<file path="config.mk">
export PLATFORM = sky130hd
export DESIGN_NAME = bounded_deque_with_search_top
export DESIGN_NICKNAME = d
export VERILOG_FILES = /design/src/hw/rtl/bdq_pkg.sv /design/src/hw/rtl/bdq_mem.sv /design/src/hw/rtl/bdq_seq.sv /design/src/hw/rtl/bounded_deque_with_search_top.sv
export VERILOG_INCLUDE_DIRS = /design/src /design/src/hw/rtl
export SDC_FILE = /design/constraint.sdc
export NUM_CORES = 1
export LEC_CHECK = 0
export BUFFER_PORTS_ARGS = -buffer_cell sky130_fd_sc_hd__buf_2
export CORE_ASPECT_RATIO = 0.75
export CORE_MARGIN = 2
export CORE_UTILIZATION = 42
export CTS_BUF_LIST = sky130_fd_sc_hd__clkbuf_2 sky130_fd_sc_hd__clkbuf_4 sky130_fd_sc_hd__clkbuf_8
export DETAILED_ROUTE_END_ITERATION = 8
export HOLD_SLACK_MARGIN = 0.06
export PLACE_DENSITY = 0.56
export SYNTH_ARGS = -nofsm -noshare
export SYNTH_HDL_FRONTEND = slang
export SYNTH_SLANG_ARGS = --single-unit
</file>
<file path="constraint.sdc">
create_clock -name clk_i -period 9.13 [get_ports clk_i]
set_input_delay 0.4565 -clock clk_i [delete_from_list [all_inputs] [get_ports clk_i]]
set_output_delay 0.4565 -clock clk_i [all_outputs]
set_load 0.02 [all_outputs]
</file>
<file path="src/hw/rtl/bounded_deque_with_search_top_macros.svh">
// Assertion helpers for the deque block.
// BDQ_ASSERT_IMP: same-cycle implication, BDQ_ASSERT_NXT: next-cycle implication.
`ifndef BOUNDED_DEQUE_WITH_SEARCH_TOP_MACROS_SVH
`define BOUNDED_DEQUE_WITH_SEARCH_TOP_MACROS_SVH

`ifndef SYNTHESIS
`define BDQ_ASSERT_IMP(lbl, ante, cons) \
  lbl: assert property (@(posedge clk_i) disable iff (!rst_ni) (ante) |-> (cons)) \
    else $error("deque assertion failed");
`define BDQ_ASSERT_NXT(lbl, ante, cons) \
  lbl: assert property (@(posedge clk_i) disable iff (!rst_ni) (ante) |=> (cons)) \
    else $error("deque assertion failed");
`else
`define BDQ_ASSERT_IMP(lbl, ante, cons)
`define BDQ_ASSERT_NXT(lbl, ante, cons)
`endif

`endif

</file>
<file path="src/hw/rtl/bdq_pkg.sv">
`timescale 1ns / 1ps
package bdq_pkg;

  typedef enum logic [2:0] {
    CMD_PUSH_BACK  = 3'd0,
    CMD_PUSH_FRONT = 3'd1,
    CMD_POP_BACK   = 3'd2,
    CMD_POP_FRONT  = 3'd3,
    CMD_CLEAR      = 3'd4,
    CMD_FIND       = 3'd5,
    CMD_READ_AT    = 3'd6
  } cmd_e;

  typedef enum logic [1:0] {
    ST_OK    = 2'd0,
    ST_FULL  = 2'd1,
    ST_EMPTY = 2'd2,
    ST_RANGE = 2'd3
  } status_e;

  typedef enum logic [2:0] {
    S_IDLE,
    S_EXEC,
    S_RDWAIT,
    S_SCAN,
    S_DONE
  } state_e;

  typedef struct packed {
    status_e     status;
    logic        found;
    logic [4:0]  position;
    logic [31:0] read_value;
    logic [5:0]  count;
  } res_t;

endpackage

</file>
<file path="src/hw/rtl/bdq_mem.sv">
`timescale 1ns / 1ps
module bdq_mem #(
  parameter int unsigned DEPTH       = 32,
  parameter int unsigned VALUE_WIDTH = 32
) (
  input  logic                     clk_i,
  input  logic                     we_i,
  input  logic [$clog2(DEPTH)-1:0] waddr_i,
  input  logic [VALUE_WIDTH-1:0]   wdata_i,
  input  logic                     re_i,
  input  logic [$clog2(DEPTH)-1:0] raddr_i,
  output logic [VALUE_WIDTH-1:0]   rdata_o
);

  logic [VALUE_WIDTH-1:0] mem_q [DEPTH];
  logic [VALUE_WIDTH-1:0] rdata_q;

  always_ff @(posedge clk_i) begin
    if (we_i) begin
      mem_q[waddr_i] <= wdata_i;
    end
  end

  always_ff @(posedge clk_i) begin
    if (re_i) begin
      rdata_q <= mem_q[raddr_i];
    end
  end

  assign rdata_o = rdata_q;

endmodule

</file>
<file path="src/hw/rtl/bdq_seq.sv">
`timescale 1ns / 1ps
module bdq_seq #(
  parameter int unsigned DEPTH       = 32,
  parameter int unsigned VALUE_WIDTH = 32
) (
  input  logic                       clk_i,
  input  logic                       rst_ni,
  input  logic                       in_valid_i,
  output logic                       in_stall_o,
  input  logic [2:0]                 command_i,
  input  logic [31:0]                value_i,
  input  logic [5:0]                 index_i,
  output logic                       we_o,
  output logic [$clog2(DEPTH)-1:0]   waddr_o,
  output logic [VALUE_WIDTH-1:0]     wdata_o,
  output logic                       re_o,
  output logic [$clog2(DEPTH)-1:0]   raddr_o,
  input  logic [VALUE_WIDTH-1:0]     rdata_i,
  output logic                       res_valid_o,
  output bdq_pkg::res_t              res_o,
  input  logic                       res_ready_i
);
  import bdq_pkg::*;

  localparam int unsigned PW = $clog2(DEPTH);
  localparam int unsigned CW = $clog2(DEPTH + 1);
  localparam int unsigned XW = (CW > 6) ? CW : 6;
  localparam logic [PW:0]   DEPTH_W = (PW + 1)'(DEPTH);
  localparam logic [PW-1:0] LAST    = PW'(DEPTH - 1);
  localparam logic [CW-1:0] FULL_CNT = CW'(DEPTH);

  state_e               state_q, state_d;
  cmd_e                 cmd_q, cmd_d;
  logic [VALUE_WIDTH-1:0] val_q, val_d;
  logic [5:0]           idx_q, idx_d;
  logic [PW-1:0]        front_q, front_d;
  logic [CW-1:0]        count_q, count_d;
  logic [PW-1:0]        slot_q, slot_d;
  logic [CW-1:0]        rd_off_q, rd_off_d;
  logic [CW-1:0]        cmp_off_q, cmp_off_d;
  logic                 cmp_valid_q, cmp_valid_d;
  res_t                 res_q, res_d;

  logic                 full, empty, hit;
  logic [PW:0]          back_sum, read_sum;
  logic [PW-1:0]        back_slot, read_slot, prev_front;
  logic [XW-1:0]        idx_x;

  assign full  = (count_q == FULL_CNT);
  assign empty = (count_q == '0);
  assign idx_x = XW'(idx_q);

  // ring address: sums stay below twice the depth, so one subtract wraps
  assign back_sum  = {1'b0, front_q} + {1'b0, count_q[PW-1:0]};
  assign back_slot = (back_sum >= DEPTH_W) ? PW'(back_sum - DEPTH_W) : PW'(back_sum);
  assign read_sum  = {1'b0, front_q} + {1'b0, idx_x[PW-1:0]};
  assign read_slot = (read_sum >= DEPTH_W) ? PW'(read_sum - DEPTH_W) : PW'(read_sum);
  assign prev_front = (front_q == '0) ? LAST : front_q - PW'(1);

  assign hit = cmp_valid_q && (rdata_i == val_q);

  always_ff @(posedge clk_i or negedge rst_ni) begin
    if (!rst_ni) begin
      state_q <= S_IDLE;
    end else begin
      state_q <= state_d;
    end
  end

  always_ff @(posedge clk_i or negedge rst_ni) begin
    if (!rst_ni) begin
      front_q     <= '0;
      count_q     <= '0;
      cmp_valid_q <= 1'b0;
    end else begin
      front_q     <= front_d;
      count_q     <= count_d;
      cmp_valid_q <= cmp_valid_d;
    end
  end

  always_ff @(posedge clk_i) begin
    cmd_q     <= cmd_d;
    val_q     <= val_d;
    idx_q     <= idx_d;
    slot_q    <= slot_d;
    rd_off_q  <= rd_off_d;
    cmp_off_q <= cmp_off_d;
    res_q     <= res_d;
  end

  always_comb begin
    state_d     = state_q;
    cmd_d       = cmd_q;
    val_d       = val_q;
    idx_d       = idx_q;
    front_d     = front_q;
    count_d     = count_q;
    slot_d      = slot_q;
    rd_off_d    = rd_off_q;
    cmp_off_d   = cmp_off_q;
    cmp_valid_d = 1'b0;
    res_d       = res_q;
    we_o        = 1'b0;
    waddr_o     = back_slot;
    wdata_o     = val_q;
    re_o        = 1'b0;
    raddr_o     = slot_q;

    unique case (state_q)
      S_IDLE: begin
        if (in_valid_i) begin
          cmd_d   = cmd_e'(command_i);
          val_d   = VALUE_WIDTH'(value_i);
          idx_d   = index_i;
          res_d   = '0;
          state_d = S_EXEC;
        end
      end
      S_EXEC: begin
        state_d = S_DONE;
        unique case (cmd_q)
          CMD_PUSH_BACK: begin
            if (full) begin
              res_d.status = ST_FULL;
            end else begin
              we_o    = 1'b1;
              count_d = count_q + CW'(1);
            end
          end
          CMD_PUSH_FRONT: begin
            if (full) begin
              res_d.status = ST_FULL;
            end else begin
              we_o    = 1'b1;
              waddr_o = prev_front;
              front_d = prev_front;
              count_d = count_q + CW'(1);
            end
          end
          CMD_POP_BACK: begin
            if (empty) begin
              res_d.status = ST_EMPTY;
            end else begin
              count_d = count_q - CW'(1);
            end
          end
          CMD_POP_FRONT: begin
            if (empty) begin
              res_d.status = ST_EMPTY;
            end else begin
              front_d = (front_q == LAST) ? '0 : front_q + PW'(1);
              count_d = count_q - CW'(1);
            end
          end
          CMD_CLEAR: begin
            front_d = '0;
            count_d = '0;
          end
          CMD_FIND: begin
            if (empty) begin
              res_d.status = ST_EMPTY;
            end else begin
              slot_d   = front_q;
              rd_off_d = '0;
              state_d  = S_SCAN;
            end
          end
          CMD_READ_AT: begin
            if (empty) begin
              res_d.status = ST_EMPTY;
            end else if (idx_x >= XW'(count_q)) begin
              res_d.status = ST_RANGE;
            end else begin
              re_o    = 1'b1;
              raddr_o = read_slot;
              state_d = S_RDWAIT;
            end
          end
          default: ;
        endcase
      end
      S_RDWAIT: begin
        res_d.read_value = 32'(rdata_i);
        state_d          = S_DONE;
      end
      S_SCAN: begin
        // one read issued per cycle, each compared against the registered RAM data
        if (rd_off_q < count_q) begin
          re_o        = 1'b1;
          cmp_valid_d = 1'b1;
          cmp_off_d   = rd_off_q;
          rd_off_d    = rd_off_q + CW'(1);
          slot_d      = (slot_q == LAST) ? '0 : slot_q + PW'(1);
        end
        if (hit) begin
          res_d.found    = 1'b1;
          res_d.position = 5'(cmp_off_q);
          cmp_valid_d    = 1'b0;
          state_d        = S_DONE;
        end else if (cmp_valid_q && ((cmp_off_q + CW'(1)) == count_q)) begin
          cmp_valid_d = 1'b0;
          state_d     = S_DONE;
        end
      end
      S_DONE: begin
        if (res_ready_i) begin
          state_d = S_IDLE;
        end
      end
      default: state_d = S_IDLE;
    endcase
  end

  assign in_stall_o  = (state_q != S_IDLE);
  assign res_valid_o = (state_q == S_DONE);

  always_comb begin
    res_o       = res_q;
    res_o.count = 6'(count_q);
  end

endmodule

</file>
<file path="src/hw/rtl/bounded_deque_with_search_top.sv">
`timescale 1ns / 1ps
// Channel  Direction  Handshake                 Payload
// in       sink       in_valid_i / in_stall_o   command_i, value_i, index_i
// out      source     out_valid_o / out_stall_i status_o, found_o, position_o,
//                                               read_value_o, count_o
//
// Sequencing: push, pop, clear and unused codes pass through exec and done; an
// in-range read at adds a wait state for the registered RAM read; find steps the
// single RAM read port through the ring one entry per cycle until a hit or the end.
// Reset: count and front pointer clear; the element RAM is not cleared and needs
// no clearing pass, only written entries are ever read.
// Stalls: the result register lets the next command enter while a result waits;
// a finished command holds in the sequencer until that register frees.
module bounded_deque_with_search_top #(
  parameter int unsigned DEPTH       = 32,
  parameter int unsigned VALUE_WIDTH = 32
) (
  input  logic        clk_i,
  input  logic        rst_ni,
  input  logic        in_valid_i,
  output logic        in_stall_o,
  input  logic [2:0]  command_i,
  input  logic [31:0] value_i,
  input  logic [5:0]  index_i,
  output logic        out_valid_o,
  input  logic        out_stall_i,
  output logic [1:0]  status_o,
  output logic        found_o,
  output logic [4:0]  position_o,
  output logic [31:0] read_value_o,
  output logic [5:0]  count_o
);
  import bdq_pkg::*;

  `include "bounded_deque_with_search_top_macros.svh"

  localparam int unsigned PW = $clog2(DEPTH);

  // RAM port between sequencer and store
  logic                   we;
  logic [PW-1:0]          waddr;
  logic [VALUE_WIDTH-1:0] wdata;
  logic                   re;
  logic [PW-1:0]          raddr;
  logic [VALUE_WIDTH-1:0] rdata;

  // finished result from sequencer
  logic res_valid, res_ready;
  res_t res;

  // output register
  logic out_valid_q, out_valid_d;
  res_t out_q, out_d;

  bdq_mem #(
    .DEPTH       (DEPTH),
    .VALUE_WIDTH (VALUE_WIDTH)
  ) u_mem (
    .clk_i   (clk_i),
    .we_i    (we),
    .waddr_i (waddr),
    .wdata_i (wdata),
    .re_i    (re),
    .raddr_i (raddr),
    .rdata_o (rdata)
  );

  bdq_seq #(
    .DEPTH       (DEPTH),
    .VALUE_WIDTH (VALUE_WIDTH)
  ) u_seq (
    .clk_i       (clk_i),
    .rst_ni      (rst_ni),
    .in_valid_i  (in_valid_i),
    .in_stall_o  (in_stall_o),
    .command_i   (command_i),
    .value_i     (value_i),
    .index_i     (index_i),
    .we_o        (we),
    .waddr_o     (waddr),
    .wdata_o     (wdata),
    .re_o        (re),
    .raddr_o     (raddr),
    .rdata_i     (rdata),
    .res_valid_o (res_valid),
    .res_o       (res),
    .res_ready_i (res_ready)
  );

  // result register is free when empty or being drained this cycle
  assign res_ready = !out_valid_q || !out_stall_i;

  always_comb begin
    out_valid_d = out_valid_q;
    out_d       = out_q;
    if (res_valid && res_ready) begin
      out_valid_d = 1'b1;
      out_d       = res;
    end else if (out_valid_q && !out_stall_i) begin
      out_valid_d = 1'b0;
    end
  end

  always_ff @(posedge clk_i or negedge rst_ni) begin
    if (!rst_ni) begin
      out_valid_q <= 1'b0;
    end else begin
      out_valid_q <= out_valid_d;
    end
  end

  always_ff @(posedge clk_i) begin
    out_q <= out_d;
  end

  assign out_valid_o  = out_valid_q;
  assign status_o     = out_q.status;
  assign found_o      = out_q.found;
  assign position_o   = out_q.position;
  assign read_value_o = out_q.read_value;
  assign count_o      = out_q.count;

  // a taken command leaves the sequencer busy in the next cycle
  `BDQ_ASSERT_NXT(a_busy_after_take, in_valid_i && !in_stall_o, in_stall_o)
  // a dropped push only happens with the store at capacity
  `BDQ_ASSERT_IMP(a_full_count, res_valid && (res.status == ST_FULL), res.count == 6'(DEPTH))
  // a hit is always an ok result with no read data
  `BDQ_ASSERT_IMP(a_hit_ok, res_valid && res.found,
                  (res.status == ST_OK) && (res.read_value == '0))
  // failed read returns nothing
  `BDQ_ASSERT_IMP(a_range_clean, res_valid && (res.status == ST_RANGE),
                  !res.found && (res.read_value == '0) && (res.position == '0))

endmodule
</file>
==> impl_metrics.py, run 1 <==
metrics = {
    "floorplanning": {
        "core_mm2": 0.1173,
        "initial_core_util_pct": 42.17,
        "die_y_um": 301.2,
        "die_x_um": 400.3,
        "ios": 93,
        "rows": 109,
        "dieArea_mm2": 0.1206,
    },
    "cts": {
        "clock-root-buffer": "clkbuf_8",
        "path_clk_slew_ps": 60,
        "htreeDepth": 4,
        "clk_latency_ps": 910,
        "cts_resized": 0,
        "post_cts_buffers": 0,
        "cts_tree": "yes",
        "cts_buffers": 183,
        "clock_path_buffers": 3,
        "clkSinkCount": 1216,
    },
    "pwr": {
        "totalPowerFinal_mw": 13.84,
        "power.leakage_nw": 17.72,
        "power_frac_seq_pct": 50.6,
        "p_comb_share_pct": 17.8,
        "p_sw_share_pct": 30.46,
        "ir_worst_vdd_v": 0.0001715,
        "pwr-share-clk_pct": 31.6,
        "power_density_mw_per_mm2": 247.9,
        "switchingPower_mw": 4.216,
        "p_int_mw": 9.624,
    },
    "cells_and_area": {
        "syn2layout_area_growth_pct": 12.88,
        "nFillCells": 10052,
        "fin_nets": 3310,
        "instances_no_fill": 4936,
        "drive_gt1_share_pct": 15.20,
    },
    "timing": {
        "setup_viol": 0,
        "rsz0062_at_grt": "no",
        "fin_skew_ps": 56.73,
        "timing.hold.ws_ps": 257.5,
        "final-hold-violation-count": 0,
        "finalCritPeriodShare_pct": 65.11,
        "fmax_mhz": 168.2,
        "slew_headroom_pct": -2.399,
        "worst_pin_slew_ps": 1516,
        "period_needed_ps": 5945,
        "finalSetupTns_ps": 0,
        "slew_violations": 2,
        "fin_ws_ps": 3185,
    },
    "drt": {
        "first_pass_iters": 6,
        "wl_um": 148800,
        "num_vias": 30428,
        "drtAntennaViolNets": 0,
        "wire_per_inst_um": 30.14,
        "drt-initial-drc-count": 3521,
        "drc": 0,
        "vias_per_cell": 6.165,
    },
    "setup_path": {
        "required_ps": 9870,
        "end_kind": "register",
        "crit_path_max_fanout": 159,
        "crit_path_start_kind": "register",
        "critPathArrivalTime_ps": 6690,
        "crit_type": "reg -> reg",
    },
    "synth": {
        "synth.avg_cell_area_um2": 16.08,
        "ys_types": 56,
        "syn_nets": 3154,
        "synth_cells": 3076,
        "yosys_warnings": 0,
        "yosysSeqAreaShare_pct": 73.66,
        "synth_edf_count": 1200,
        "synthArstFlopShare_pct": 1.316,
        "synth_area_mm2": 0.04946,
        "ys_seq_elements": 1216,
        "synth_ff_type": "edfxtp_1",
    },
    "outcome": {
        "status": "finished, violations left",
        "violations": "capacitance limit, slew limit",
    },
    "placement": {
        "dp.cells": 4556,
        "globalplace.congestion": 0.8561,
        "dp_slack_ps": 3359,
        "portBuffers": 92,
        "dp_hpwl_um": 74930,
    },
    "global_route": {
        "grt_pass1_wl_um": 210800,
        "grt_pass1_vias": 29520,
        "grt_antenna_before_repair": 6,
        "grt_usage_pct": 24.31,
        "grt_max_degree": 197,
        "grt-ovfl-total": 0,
    },
    "run": {
        "cap_violations": 1,
    },
    "min_path": {
        "hp-class": "in -> reg",
    },
}
[synthesized netlist by cell type, drive strengths merged, types with 3 or more instances]
cell type / instances / area share, %
buf: 120 / 1.3
inv: 16 / 0.12
ha: 30 / 0.76
edfxtp: 1200 / 73
nand3: 11 / 0.11
o21ai: 24 / 0.24
o2111a: 32 / 0.73
nor4: 34 / 0.43
nand2: 45 / 0.35
nand3b: 3 / 0.046
a211oi: 3 / 0.056
nand4: 8 / 0.10
mux2i: 7 / 0.14
or3: 3 / 0.038
xnor2: 48 / 0.85
clkbuf: 136 / 1.0
a221oi: 512 / 9.1
nor3: 5 / 0.051
a21oi: 22 / 0.22
nor2: 65 / 0.49
a21o: 11 / 0.17
o31ai: 4 / 0.061
and2: 43 / 0.54
o21a: 3 / 0.046
nor3b: 5 / 0.099
and3: 6 / 0.076
nor2b: 516 / 6.5
mux2: 4 / 0.099
fa: 3 / 0.12
xor2: 16 / 0.28
dfrtp: 16 / 0.81
o41ai: 97 / 1.7
nand2b: 5 / 0.063
[state kept, by name, indices dropped and copies added (netlist names), 2 cells and up]
name and count:
u_seq.rd_off_q 6, u_seq.idx_q 6, count_o 6, read_value_o 32
status_o 2, u_mem.mem_q 1024, u_seq.front_q 5, u_seq.count_q 6
u_seq.state_q 3, u_seq.res_o 40, u_seq.slot_q 5, position_o 5
u_seq.wdata_o 32, u_seq.cmd_q 3, u_seq.cmp_off_q 6, u_mem.rdata_o 32
[cell type report]
cell class                      instances  area [µm²]  area share (%)
Antenna cell                            1       2.502        0.004482
Clock inverter                         97       595.6           1.067
Timing Repair Buffer                  227        1699           3.043
Sequential cell                      1216       36430           65.25
Multi-Input combinational cell       1588       12170           21.80
Inverter                               16       60.06          0.1076
Tap cell                             1554        1944           3.482
Clock buffer                          237        2930           5.248
[path summary, 6_finish.rpt]
check / start / endpoint / slack, ps / depth (start not counted)
hold reg to reg: u_seq.res_o[30]$_SDFFCE_PN0P_ / read_value_o[24]$_DFFE_PP_ / 380 / 0
max in group asynchronous: rst_ni / u_seq.count_q[2]$_DFFE_PN0P_ / 7800 / 3
setup reg to reg: u_seq.count_q[0]$_DFFE_PN0P_ / u_mem.rdata_o[8]$_DFFE_PP_ / 3190 / 10
setup / recovery: u_seq.count_q[0]$_DFFE_PN0P_ / u_mem.rdata_o[8]$_DFFE_PP_ / 3190 / 10
min in group asynchronous: rst_ni / u_seq.state_q[1]$_DFFE_PN0P_ / 760 / 3
hold / removal: value_i[28] / u_seq.wdata_o[28]$_DFFE_PP_ / 260 / 2
[layer usage]
metal	up-vias	track usage, %	part of all wire, %
li1	12868	-	-
met1	15682	33.98	43
met2	1603	35.59	43
met3	267	8.501	12
met4	8	7.783	2.5
met5	-	0	0.038
[worst max-delay path, stage by stage (launching register included)]
cell and delay, ps:
dfrtp_1 700, ha_1 330, nor3b_1 220, o21ai_0 270
a211oi_4 320, buf_4 670, a21o_4 660, buf_12 570
a221oi_1 210, o41ai_1 1340, o2111a_1 330
[power by group through the flow]
stage	Sequential, mW	Combinational (mW)	Clock [mW]
floorplan	7.16	1.35	0
global placement	7.10	2.37	0
detailed placement	7.11	2.41	0
CTS	7.00	2.44	4.46
global route	7.03	2.64	4.69
finish	7.00	2.46	4.38
[stage by stage]
| stage | cell area (µm²) | utilization, % |
|---|---|---|
| 2_1_floorplan | 49460 | - |
| 3_3_place_gp | 51850 | 44.21 |
| 3_5_place_dp | 51860 | 44.21 |
| 4_1_cts | 55830 | 47.61 |
| 5_1_grt | 55840 | 47.61 |
| 6_report | 55840 | 47.61 |
[logic make-up after synthesis]
logic type | synth area share (%)
buffers and inverters | 2.441
adders and majority gates | 0.8803
AOI/OAI and AO/OA | 12.63
xor gates and xnor gates | 1.133
and+or+nand+nor | 9.018
DFF | 73.66
muxes | 0.2403
[layout by cell type, fill, tap and decap left out, types with 15 or more instances in the layout]
cell and count:
xor2_1 16, dfrtp_1 16, and2_1 42, buf_2 92, clkbuf_8 184, o2111a_1 32, clkinv_1 57, a221oi_1 512
buf_4 81, ha_1 30, o21ai_0 23, clkbuf_4 53, clkinv_2 22, xnor2_1 48, nor2_4 34, o41ai_1 96
nor2b_1 516, a21oi_1 21, inv_1 15, nor2_1 31, dlygate4sd3_1 45, nor4_1 34, nand2_1 43, edfxtp_1 1200
[repair_timing]
action | CTS | global route
endpoints found under the hold margin | 60 | 0
setup endpoints to repair | 0 | 0
hold buffers | 45 | 0
Note: power is estimated with default switching activity, not from simulation.
==> run 2: changes to the inputs <==
PLACE_DENSITY = 0.58   (was 0.56)
clock period = 4.92 ns   (was 9.13 ns; I/O delays follow)
==> impl_metrics.py, run 2 (synthesized netlist as in run 1, its figures left out) <==
metrics = {
    "global_route": {
        "grt_antenna_before_repair": 12,
        "grt_max_degree": 99,
        "gr-max-usage-layer": "met2",
        "met1_usage_pct": 36.22,
        "grt_util_met3_pct": 6.221,
        "grt_pass1_vias": 30043,
        "grt_usage_pct": 24.81,
        "globalRouteMet2Util_pct": 36.26,
        "grt_pass1_wl_um": 215600,
        "grt-ovfl-total": 0,
    },
    "drt": {
        "drt-initial-drc-count": 4078,
        "num_vias": 31287,
        "drc": 0,
        "first_pass_iters": 6,
        "wire_per_inst_um": 30.10,
        "drtAntennaViolNets": 0,
        "vias_per_cell": 6.202,
        "wl_um": 151800,
    },
    "setup_path": {
        "end_kind": "register",
        "required_ps": 5650,
        "critPathArrivalTime_ps": 5060,
        "crit_path_max_fanout": 40,
        "crit_type": "reg -> reg",
        "reg2regPathDepth": 11,
        "crit_path_start_kind": "register",
    },
    "timing": {
        "period_needed_ps": 4327,
        "setup_viol": 0,
        "slew_headroom_pct": 16.62,
        "final-hold-violation-count": 0,
        "rsz0062_at_grt": "no",
        "finalSetupTns_ps": 0,
        "fin_skew_ps": 42.54,
        "fmax_mhz": 231.1,
        "slew_violations": 0,
        "finalCritPeriodShare_pct": 87.94,
        "timing.hold.ws_ps": 142.5,
        "worst_pin_slew_ps": 1251,
    },
    "cts": {
        "clkSinkCount": 1216,
        "cts_buffers": 178,
        "cts_resized": 0,
        "htreeDepth": 4,
        "clock_path_buffers": 3,
        "cts_tree": "yes",
        "path_clk_slew_ps": 60,
        "clk_latency_ps": 890,
        "clock-root-buffer": "clkbuf_8",
    },
    "min_path": {
        "hp-class": "in -> reg",
        "hold_path_depth": 2,
    },
    "floorplanning": {
        "core_mm2": 0.1173,
        "ios": 93,
        "die_x_um": 400.3,
        "die_y_um": 301.2,
        "rows": 109,
        "dieArea_mm2": 0.1206,
        "initial_core_util_pct": 42.17,
    },
    "cells_and_area": {
        "final_util_pct": 48.80,
        "final_cell_mix": "1200 x edfxtp_1, 516 x nor2b_1, 512 x a221oi_1",
        "final_common_cell": "edfxtp_1",
        "regMostFlops": "u_mem.mem_q",
        "syn2layout_area_growth_pct": 15.71,
        "drive_gt1_share_pct": 16.97,
        "fin_nets": 3421,
        "largest_reg_flops": 1024,
    },
    "pwr": {
        "power.leakage_nw": 18.36,
        "power_density_mw_per_mm2": 449.9,
        "ir_worst_vdd_v": 0.0003078,
    },
    "outcome": {
        "status": "finished, final reports clean",
    },
    "placement": {
        "globalplace.congestion": 0.8793,
        "dp_hpwl_um": 83930,
        "portBuffers": 92,
    },
    "run": {
        "cap_violations": 0,
    },
}
[run 2: cell types whose count changed in the layout (fill, tap and decap cells not counted), moves of 2 or more]
cell / previous run / this run
buf_12: 9 / 57
buf_4: 81 / 117
dlygate4sd3_1: 45 / 77
clkbuf_4: 53 / 65
clkinv_2: 22 / 13
clkbuf_8: 184 / 178
clkinvlp_4: 2 / 6
clkinv_1: 57 / 54
clkinv_8: 5 / 2
bufinv_16: 3 / 1
[run 2: final timing paths]
path / from / end / slack [ps]
max: u_seq.count_q[1]$_DFFE_PN0P_ / u_mem.rdata_o[19]$_DFFE_PP_ / 590
min: value_i[9] / u_seq.wdata_o[9]$_DFFE_PP_ / 140
max reg2reg: u_seq.count_q[1]$_DFFE_PN0P_ / u_mem.rdata_o[19]$_DFFE_PP_ / 590
min reg2reg: u_seq.res_o[30]$_SDFFCE_PN0P_ / read_value_o[24]$_DFFE_PP_ / 410
max in group asynchronous: rst_ni / u_seq.count_q[3]$_DFFE_PN0P_ / 3750
min in group asynchronous: rst_ni / u_seq.state_q[0]$_DFFE_PN0P_ / 600
[run 2: per-stage QoR]
| step | total power [mW] | setup slack (ps) | std cells | area [µm²] |
|---|---|---|---|---|
| final | 25.75 | 593.3 | 5045 | 57240 |
| after detailed placement | 17.96 | 642.5 | 4640 | 53080 |
| after CTS | 25.79 | 640.6 | 5043 | 57230 |
| after global placement | 17.86 | 710.7 | 4640 | 53080 |
| after global routing | 26.67 | 406.9 | 5044 | 57230 |
| after floorplan | 15.80 | 875.6 | 3076 | 49460 |
[run 2: layout make-up]
cell class | count | area (µm²)
repair buffers | 343 | 3251
inverters | 16 | 60.06
clock inverters | 83 | 446.7
flip-flops and latches | 1216 | 36430
well taps | 1554 | 1944
diodes | 2 | 5.005
fillers | 9923 | 60050
multi-input cells | 1588 | 12160
clock buffers | 243 | 2938
[run 2: critical path, cell delays in order, from the launching register on]
cell	delay (ps)
dfrtp_1	460
inv_1	190
ha_1	330
o211ai_1	90
o21ai_0	520
a211o_1	590
buf_4	260
mux2i_4	410
buf_12	310
a221oi_1	90
o41ai_1	630
o2111a_1	280
[run 2: power by group]
| group | leakage, nW | switching, mW | internal, mW |
|---|---|---|---|
| sequential | 11.0 | 0.525 | 12.5 |
| combinational | 5.53 | 3.35 | 1.49 |
| clock | 1.78 | 3.92 | 3.94 |
[run 2: metal layers]
layer / wire (µm) / vias up
met5: 13 / -
met2: 66000 / 1846
met3: 16570 / 239
met1: 65320 / 16101
li1: - / 13099
met4: 3934 / 2
[run 2: repair_timing]
item / in CTS / in global routing
hold buffers: 77 / 0
setup buffers: 0 / 0
endpoints found under the hold margin: 87 / 0
